--- src/hw/rtl/sdcrd_pkg.sv ---
// ----------------------------------------------------------------------------
// sdcrd_pkg
// types, tables and constants for the card register decoder
// ----------------------------------------------------------------------------
`default_nettype none

package sdcrd_pkg;

    localparam int unsigned UnitW   = 24;
    localparam int unsigned FactorW = 7;
    localparam int unsigned RateW   = 30;

    localparam logic [1:0] StructV2 = 2'd1;
    localparam logic [2:0] BusWide  = 3'd4;
    localparam logic [2:0] BusOne   = 3'd1;

    typedef struct packed {
        logic [31:0] csd_low_middle;
        logic [31:0] csd_high_middle;
        logic [31:0] csd_top;
        logic [31:0] scr_word;
    } sdcrd_in_t;

    typedef struct packed {
        logic [29:0] transfer_rate;
        logic [15:0] block_length;
        logic [32:0] block_count;
        logic [41:0] capacity_bytes;
        logic        layout_v2;
        logic [2:0]  bus_width_bits;
        logic [3:0]  spec_version;
    } sdcrd_out_t;

    // rate unit in tens of bits per second, reserved codes give zero
    function automatic logic [UnitW-1:0] rate_unit(input logic [2:0] code);
        logic [UnitW-1:0] val;
        case (code)
            3'd0:    val = 24'd10000;
            3'd1:    val = 24'd100000;
            3'd2:    val = 24'd1000000;
            3'd3:    val = 24'd10000000;
            default: val = '0;
        endcase
        return val;
    endfunction

    // time value factor, code zero keeps the unit as it is
    function automatic logic [FactorW-1:0] time_factor(input logic [3:0] code);
        logic [FactorW-1:0] val;
        case (code)
            4'd0:    val = 7'd1;
            4'd1:    val = 7'd10;
            4'd2:    val = 7'd12;
            4'd3:    val = 7'd13;
            4'd4:    val = 7'd15;
            4'd5:    val = 7'd20;
            4'd6:    val = 7'd25;
            4'd7:    val = 7'd30;
            4'd8:    val = 7'd35;
            4'd9:    val = 7'd40;
            4'd10:   val = 7'd45;
            4'd11:   val = 7'd50;
            4'd12:   val = 7'd55;
            4'd13:   val = 7'd60;
            4'd14:   val = 7'd70;
            default: val = 7'd80;
        endcase
        return val;
    endfunction

endpackage

`default_nettype wire

--- src/hw/rtl/sd_card_register_decode.sv ---
// ----------------------------------------------------------------------------
// sd_card_register_decode
// decodes card-specific data and configuration words into card facts
// ----------------------------------------------------------------------------
//
// channel   ports                 transfer when
// -------   -------------------   -----------------------------
// command   start, busy, item     rising edge with start && !busy
// result    done, result          rising edge ending the done cycle
//
// one command transfer per cycle, back to back; busy is never raised
// each command passes input register, decode logic, result register
// the 24x7 rate multiply and the size shifts set the one path between them
// rst_n clears the two valid flags asynchronously, payload is not reset
// the receiver cannot stall: every result is shown for exactly one cycle
// ----------------------------------------------------------------------------
`default_nettype none

module sd_card_register_decode (
    input  wire                    clk,
    input  wire                    rst_n,
    input  wire                    start,
    output logic                   busy,
    input  sdcrd_pkg::sdcrd_in_t   item,
    output logic                   done,
    output sdcrd_pkg::sdcrd_out_t  result
);

    // input stage
    logic                  in_valid_reg;
    logic                  in_valid_next;
    sdcrd_pkg::sdcrd_in_t  in_data_reg;

    // result stage
    logic                  out_valid_reg;
    logic                  out_valid_next;
    sdcrd_pkg::sdcrd_out_t out_data_reg;

    sdcrd_pkg::sdcrd_out_t facts;

    // a pure pipeline never holds off a command
    assign busy = 1'b0;

    assign in_valid_next  = start && !busy;
    assign out_valid_next = in_valid_reg;

    always_ff @(posedge clk or negedge rst_n)
    begin
        if (!rst_n)
        begin
            in_valid_reg  <= 1'b0;
            out_valid_reg <= 1'b0;
        end
        else
        begin
            in_valid_reg  <= in_valid_next;
            out_valid_reg <= out_valid_next;
        end
    end

    // capture the words of each accepted transfer
    always_ff @(posedge clk)
    begin
        if (in_valid_next)
        begin
            in_data_reg <= item;
        end
    end

    sdcrd_decode u_decode (
        .words (in_data_reg),
        .facts (facts)
    );

    // register the decoded facts so the result port comes straight off flops
    always_ff @(posedge clk)
    begin
        if (in_valid_reg)
        begin
            out_data_reg <= facts;
        end
    end

    assign done   = out_valid_reg;
    assign result = out_data_reg;

endmodule

`default_nettype wire

--- src/hw/rtl/sdcrd_decode.sv ---
// ----------------------------------------------------------------------------
// sdcrd_decode
// combinational decode of one registered set of card register words
// ----------------------------------------------------------------------------
`default_nettype none

module sdcrd_decode (
    input  sdcrd_pkg::sdcrd_in_t  words,
    output sdcrd_pkg::sdcrd_out_t facts
);

    logic [31:0] lo;
    logic [31:0] hi;
    logic [31:0] top;
    logic [31:0] scr;

    logic [sdcrd_pkg::UnitW-1:0]   unit;
    logic [sdcrd_pkg::FactorW-1:0] factor;
    logic [30:0] rate_full;

    logic [3:0]  blen_exp;
    logic        v2;

    logic [22:0] size_v2_plus1;
    logic [32:0] count_v2;
    logic [41:0] cap_v2;

    logic [12:0] size_v1_plus1;
    logic [2:0]  shamt_v1;
    logic [32:0] count_v1;
    logic [41:0] cap_v1;

    assign lo  = words.csd_low_middle;
    assign hi  = words.csd_high_middle;
    assign top = words.csd_top;
    assign scr = words.scr_word;

    // rate: unit table times time value factor
    assign unit      = sdcrd_pkg::rate_unit(top[2:0]);
    assign factor    = sdcrd_pkg::time_factor(top[6:3]);
    assign rate_full = {7'd0, unit} * {24'd0, factor};

    assign blen_exp = hi[19:16];
    assign v2       = (top[31:30] == sdcrd_pkg::StructV2);

    // high capacity layout: 22-bit size, units of 1024 blocks of 512 bytes
    assign size_v2_plus1 = {1'b0, hi[5:0], lo[31:16]} + 23'd1;
    assign count_v2      = {size_v2_plus1, 10'd0};
    assign cap_v2        = {size_v2_plus1, 19'd0};

    // standard layout: 12-bit size with multiplier
    assign size_v1_plus1 = {1'b0, hi[9:0], lo[31:30]} + 13'd1;
    assign shamt_v1      = {1'b0, lo[16:15]} + 3'd2;
    assign count_v1      = {20'd0, size_v1_plus1} << shamt_v1;
    assign cap_v1        = {9'd0, count_v1} << blen_exp;

    always_comb
    begin
        facts.transfer_rate  = rate_full[sdcrd_pkg::RateW-1:0];
        facts.block_length   = 16'd1 << blen_exp;
        facts.block_count    = v2 ? count_v2 : count_v1;
        facts.capacity_bytes = v2 ? cap_v2 : cap_v1;
        facts.layout_v2      = v2;
        facts.bus_width_bits = scr[18] ? sdcrd_pkg::BusWide : sdcrd_pkg::BusOne;
        facts.spec_version   = scr[27:24];
    end

endmodule

`default_nettype wire

--- config.mk ---
export PLATFORM = sky130hd
export DESIGN_NAME = sd_card_register_decode
export DESIGN_NICKNAME = d
export VERILOG_FILES = /design/src/hw/rtl/sdcrd_pkg.sv /design/src/hw/rtl/sd_card_register_decode.sv /design/src/hw/rtl/sdcrd_decode.sv
export SDC_FILE = /design/constraint.sdc
export NUM_CORES = 1
export LEC_CHECK = 0
export ABC_AREA = 1
export CAP_MARGIN = 20
export CORE_MARGIN = 3
export CORE_UTILIZATION = 65
export CTS_CLUSTER_DIAMETER = 80
export DETAILED_ROUTE_END_ITERATION = 10
export DONT_BUFFER_PORTS = 1
export PLACE_DENSITY = 0.81
export SYNTH_ARGS = -nofsm -noshare
export SYNTH_HDL_FRONTEND = slang
export SYNTH_SLANG_ARGS = --single-unit
--- constraint.sdc ---
create_clock -name clk -period 9.35 [get_ports clk]
set_input_delay 1.87 -clock clk [delete_from_list [all_inputs] [get_ports clk]]
set_output_delay 1.87 -clock clk [all_outputs]
set_load 0.02 [all_outputs]
After elaboration in Yosys (flattened, before gate mapping)
Memory sizes are Yosys's and may differ from the RTL's. A register that Yosys moved wholly into a read port is not among the register bits.
Cells that the tools add are included.
{ "word_totals": {"romBits": 112, "wordCells": 33, "output_inout_bits": 131, "ff_bits": 243, "memories": 1, "inputBits": 131} }
{ "classes": {"multipliers": 1, "reduce_logical": 1, "add_sub_neg": 3, "shifts": 3, "mux": 5, "n_eq_ne": 4} }
{ "memory_table": {"columns": ["name", "words", "word_bits", "rd", "rd_clocked_by_memory_dff", "write_ports", "line_no", "rtl"], "rows": [
  ["(name not given)", 16, 7, 1, 1, 0, "sdcrd_pkg.sv:50", "case (code)"]
]} }
{ "op_table": {"columns": ["op", "count"], "rows": [
  ["one-hot mux 24 bit (4 select lines)", 1],
  ["two-way mux 42 bit", 1],
  ["left shift 33 x 4 -> 42 bit", 1],
  ["two-way mux 33 bit", 1],
  ["left shift 13 x 3 -> 33 bit", 1],
  ["multiplier 24 x 7 -> 30 bit", 1],
  ["adder 22 x 1 -> 23 bit, second input constant", 1],
  ["left shift 1 x 4 -> 16 bit, first input constant", 1],
  ["adder 12 x 1 -> 13 bit, second input constant", 1],
  ["== test 3 x 2 -> 1 bit, second input constant", 2],
  ["two-way mux 4 bit", 1],
  ["adder 2 x 2 -> 3 bit, second input constant", 1],
  ["== test 3 x 1 -> 1 bit, second input constant", 1],
  ["zero test 3 bit", 1],
  ["two-way mux 3 bit", 1],
  ["== test 2 x 1 -> 1 bit, second input constant", 1]
]} }

Longest topological paths before layout
{ "logic_depth": {"ltp_word": 4, "ltp_mapped": 24, "depth_no_buf": 24} }

Modules after synthesis
A second synthesis with hierarchy kept.
{ "unflattened": {"cells_unflattened": 1278, "area_unflattened_um2": 14062.2} }
{ "by_module_without_submodules": {"columns": ["mod", "cells_each", "area_each_um2", "seq_area_each_um2", "instances"], "rows": [
  ["sd_card_register_decode", 261, 7778.7, 7767.4, 1],
  ["sdcrd_decode", 1017, 6283.5, 0.0, 1]
]} }

Worst setup path after synthesis
OpenSTA, ideal clock, no wires.
{ "synth_path": {"kind": "reg-to-reg", "from": "register in_data_reg[34] (netlist bit)", "to": "register out_data_reg, in the netlist result[121] (data pin)", "setup_time_ns": 0.260, "t_arrival_ns": 4.935, "n_path_buf": 1, "stages_incl_launch_ff": 24, "path_slack_ns": 4.156, "t_required_ns": 9.090, "synth_period_minus_slack_ns": 5.194, "cell_sequence": "edfxtp_1 clkbuf_1 nor2_1 inv_1 nor2_1 inv_1 nor2_1 inv_1 fa_1 fa_1 inv_1 fa_1 inv_1 fa_1 inv_1 ha_1 nand2_1 inv_1 a21oi_1 o21bai_1 a21oi_1 nand3b_1 nand2_1 xor2_1"} }
{ "synth_rtl": {"columns": ["element", "line_no", "rtl"], "rows": [
  ["start, declared", "sd_card_register_decode.sv:32", "sdcrd_pkg::sdcrd_in_t in_data_reg;"],
  ["start signal, assigned", "sd_card_register_decode.sv:66", "in_data_reg <= item;"],
  ["end signal, assigned", "sd_card_register_decode.sv:80", "out_data_reg <= facts;"],
  ["end, declared", "sd_card_register_decode.sv:37", "sdcrd_pkg::sdcrd_out_t out_data_reg;"]
]} }

==> run_summary.xml <==
<?xml version="1.0" encoding="UTF-8"?>
<metrics>
  <group name="clocking">
    <metric name="clk_latency" unit="ns">0.44</metric>
    <metric name="tritoncts" unit="">built</metric>
    <metric name="worst_setup_hold_path_clk_slew" unit="ns">0.08</metric>
    <metric name="ctsHtreeMaxLevel" unit="">4</metric>
    <metric name="number_of_cts_inserted_buffers" unit="">17</metric>
    <metric name="root_buffer" unit="">clkbuf_16</metric>
    <metric name="clock_sink_count" unit="">171</metric>
    <metric name="post_cts_hold_buffer_count" unit="">0</metric>
    <metric name="ctsResizeCount" unit="">0</metric>
    <metric name="post-cts-setup-buffers" unit="">0</metric>
    <metric name="cts_max_path_buffers" unit="">2</metric>
  </group>
  <group name="synthesis">
    <metric name="netlist_area" unit="um2">11400</metric>
    <metric name="async_reset_ff_share" unit="%">1.17</metric>
    <metric name="synth_edf_count" unit="">162</metric>
    <metric name="post_synth_main_area_contributors" unit="">edfxtp_1 (43%), fa_1 (12%), ha_1 (6.7%)</metric>
    <metric name="ys_ff_latch" unit="">171</metric>
    <metric name="synthDominantCellAreaShare" unit="%">42.8</metric>
    <metric name="synth_area_per_cell" unit="um2">9.86</metric>
    <metric name="yosysSeqAreaShare" unit="%">44.5</metric>
    <metric name="synth-warning-count" unit="">0</metric>
    <metric name="yosys.cell_types.count" unit="">47</metric>
    <metric name="netlist_instances" unit="">1153</metric>
    <metric name="synth_area_leader_cell" unit="">edfxtp_1</metric>
    <metric name="top_reg_cell_synth" unit="">edfxtp_1</metric>
  </group>
  <group name="placed_design">
    <metric name="place.gp.congestion" unit="">0.933</metric>
    <metric name="dpl_cell_area" unit="um2">11400</metric>
    <metric name="io_buffer_count" unit="">0</metric>
    <metric name="detailedPlacementHpwl" unit="um">20800</metric>
  </group>
  <group name="hold_path">
    <metric name="worst_hold_path_type" unit="">reg -&gt; reg</metric>
    <metric name="worst_hold_stages" unit="">0</metric>
  </group>
  <group name="worst_setup_path">
    <metric name="critical_path.n_buffers_inverters" unit="">8</metric>
    <metric name="timing.critical_path.slowest_cell_delay" unit="ns">0.58</metric>
    <metric name="path_cells" unit="">inv_1, nor2_1, inv_1, nor2_1, inv_1, nor2_1, inv_1, fa_1, fa_1, inv_1, fa_1, inv_1, fa_1, inv_1, ha_1, nand2_1, inv_1, a21oi_1, o21bai_1, a21oi_1, nand3b_1, nand2_1, xor2_1</metric>
    <metric name="endpoint_kind" unit="">register</metric>
    <metric name="critPathMaxFanout" unit="">7</metric>
    <metric name="timing.critical_path.required" unit="ns">9.55</metric>
    <metric name="start_kind" unit="">register</metric>
    <metric name="crit_family" unit="">adder cells</metric>
    <metric name="cp.depth" unit="">23</metric>
    <metric name="worstRegToRegCells" unit="">23</metric>
    <metric name="crit_path_frequent_cell" unit="">inv_1</metric>
    <metric name="critPathArrivalTime" unit="ns">6.52</metric>
    <metric name="critical_path_class" unit="">reg -&gt; reg</metric>
    <metric name="critical-path-slowest-cell" unit="">fa_1</metric>
  </group>
  <group name="final_layout">
    <metric name="nets_finish" unit="">1405</metric>
    <metric name="area_taken_by_flip_flops_and_latches" unit="um2">5060</metric>
    <metric name="final_design_area_no_fill" unit="um2">12000</metric>
    <metric name="most_common_library_cell_in_the_layout_ignoring_fill_and_taps" unit="">inv_1</metric>
    <metric name="largest_reg_flops" unit="">117</metric>
    <metric name="syn_to_final_growth" unit="%">5.55</metric>
    <metric name="combined_area_of_the_multi_input_logic_cells" unit="um2">5360</metric>
    <metric name="num-fill-cells" unit="">1214</metric>
    <metric name="most-common-layout-cells" unit="">inv_1 (175), edfxtp_1 (162), nand2_1 (145)</metric>
    <metric name="layout_cell_share_with_drive_strength_beyond_1" unit="%">6.56</metric>
  </group>
  <group name="die">
    <metric name="floorplan.io_pins" unit="">262</metric>
    <metric name="floorplan.die_area" unit="um2">19100</metric>
    <metric name="floorplan.die.width" unit="um">138</metric>
    <metric name="row_count" unit="">47</metric>
    <metric name="dieHeight" unit="um">138</metric>
    <metric name="floorplan_core_area" unit="um2">16900</metric>
    <metric name="floorplan.initialDensity" unit="%">67.4</metric>
  </group>
  <group name="power">
    <metric name="power.density" unit="nW/um2">199</metric>
    <metric name="static-leakage-power" unit="nW">5.27</metric>
    <metric name="max-vdd-ir-drop" unit="V">0.000173</metric>
  </group>
  <group name="sta">
    <metric name="final_setup_fails" unit="">0</metric>
    <metric name="tightest_slew" unit="ns">0.996</metric>
    <metric name="final.setup.tns" unit="ns">0</metric>
    <metric name="finalCriticalPeriod" unit="ns">6.32</metric>
    <metric name="final.period_utilization" unit="%">67.6</metric>
    <metric name="setup_repair_after_global_routing_missed_its_margin" unit="">false</metric>
    <metric name="max_freq" unit="MHz">158</metric>
    <metric name="report.final.hold_viol_count" unit="">0</metric>
    <metric name="slew_violations" unit="">0</metric>
    <metric name="max_slew_margin" unit="%">33.4</metric>
    <metric name="clock_skew" unit="ns">0.0136</metric>
  </group>
  <group name="global_routing">
    <metric name="met1_routing_resource_usage_after_global_routing" unit="%">43.1</metric>
    <metric name="groute.usage.overall" unit="%">29.0</metric>
    <metric name="number_of_global_route_vias_before_repair" unit="">7941</metric>
    <metric name="grt_pass1_wl" unit="um">43400</metric>
    <metric name="global_route.usage.met3" unit="%">7.84</metric>
    <metric name="grtUsageMet2" unit="%">43.6</metric>
    <metric name="grt_start_max_net_pins" unit="">68</metric>
    <metric name="busiest_layer" unit="">met2</metric>
    <metric name="globalRoute.totalOverflow" unit="">0</metric>
    <metric name="antenna_found_initial" unit="">2</metric>
  </group>
  <group name="detailed_routing">
    <metric name="drt_pre_antenna_iters" unit="">6</metric>
    <metric name="antenna_violating_nets_post_route" unit="">0</metric>
    <metric name="drt_wl_total" unit="um">27100</metric>
    <metric name="dr.first_iter.drc_count" unit="">980</metric>
    <metric name="detailroute.via_count" unit="">8244</metric>
    <metric name="vias_per_cell" unit="">5.97</metric>
    <metric name="wl_per_cell" unit="um">19.6</metric>
    <metric name="drt_drc" unit="">0</metric>
  </group>
  <group name="status">
    <metric name="run_status" unit="">completed</metric>
  </group>
  <group name="run">
    <metric name="timing.max_cap.violations" unit="">0</metric>
  </group>
</metrics>
## report_power, final
| group | internal, mW | leakage (nW) | switching [mW] |
|---|---|---|---|
| sequential | 0.963 | 1.66 | 0.156 |
| combinational | 0.188 | 3.32 | 0.356 |
| clock | 0.365 | 0.294 | 0.363 |
## cells by family after synthesis
kind of cell             Yosys count  share of synthesized area (%)
buffers and inverters            217                           8.73
AND/OR/NAND/NOR                  475                           19.4
XOR/XNOR                          29                           2.23
adder cells (fa/ha/maj)          129                           18.7
other                              1                         0.0330
flip-flops                       171                           44.5
AO/OA/AOI/OAI                    131                           6.40
## cell usage after synthesis (2+ instances only)
cell,instances
inv_1,175
edfxtp_1,162
nand2_1,145
nand3_1,144
nor2_1,121
fa_1,68
ha_1,61
a21oi_1,47
o21ai_0,46
xor2_1,21
buf_4,15
nand3_2,13
o21ai_1,13
nor3_1,12
clkbuf_8,11
nand4_1,10
xnor2_1,8
dfxtp_1,7
nor2_2,7
o21bai_1,7
buf_2,6
clkbuf_1,5
a21o_1,4
and2_1,4
nand3b_1,4
o21ai_2,4
nand2_2,3
nor2_4,3
o211ai_1,3
a31oi_1,2
clkinv_1,2
dfrtp_1,2
inv_2,2
nor3_2,2
or2_2,2
## area by class of cell
| type | instances | share of cell area, % |
|---|---|---|
| Timing Repair Buffer | 2 | 0.125 |
| Multi-Input combinational cell | 774 | 44.6 |
| Inverter | 179 | 5.60 |
| Clock inverter | 15 | 1.59 |
| Clock buffer | 17 | 3.55 |
| Antenna cell | 2 | 0.0417 |
| Sequential cell | 171 | 42.2 |
| Tap cell | 220 | 2.29 |
## metal layers
layer  up-vias  wire length (um)
li1       3826                 -
met1      3904             11500
met2       475             12300
met3        37              2880
met4         2               404
met5         -                13
## through the flow
stage / cells / util [%] / hold WS, ns / setup slack, ns / power, mW
global route: 1379 / 71.1 / 0.449 / 2.72 / 2.53
global placement: 1346 / 67.4 / 0.403 / 3.28 / 1.65
detailed placement: 1346 / 67.4 / 0.408 / 3.20 / 1.67
floorplan: 1162 / - / 0.400 / 4.16 / 1.54
finish: 1380 / 71.1 / 0.433 / 3.03 / 2.39
CTS: 1378 / 71.1 / 0.436 / 3.16 / 2.39
## final timing paths
| check | startpoint | endpoint | slack [ns] |
|---|---|---|---|
| hold reg to reg | in_data_reg[26] | result[2] | 0.43 |
| hold / removal | in_data_reg[26] | result[2] | 0.43 |
| max in group asynchronous | rst_n | in_valid_reg | 8.15 |
| setup reg to reg | in_data_reg[33] | result[121] | 3.03 |
| min in group asynchronous | rst_n | in_valid_reg | 1.12 |
| setup / recovery | in_data_reg[33] | result[121] | 3.03 |
(Power assumes the default switching activity.)
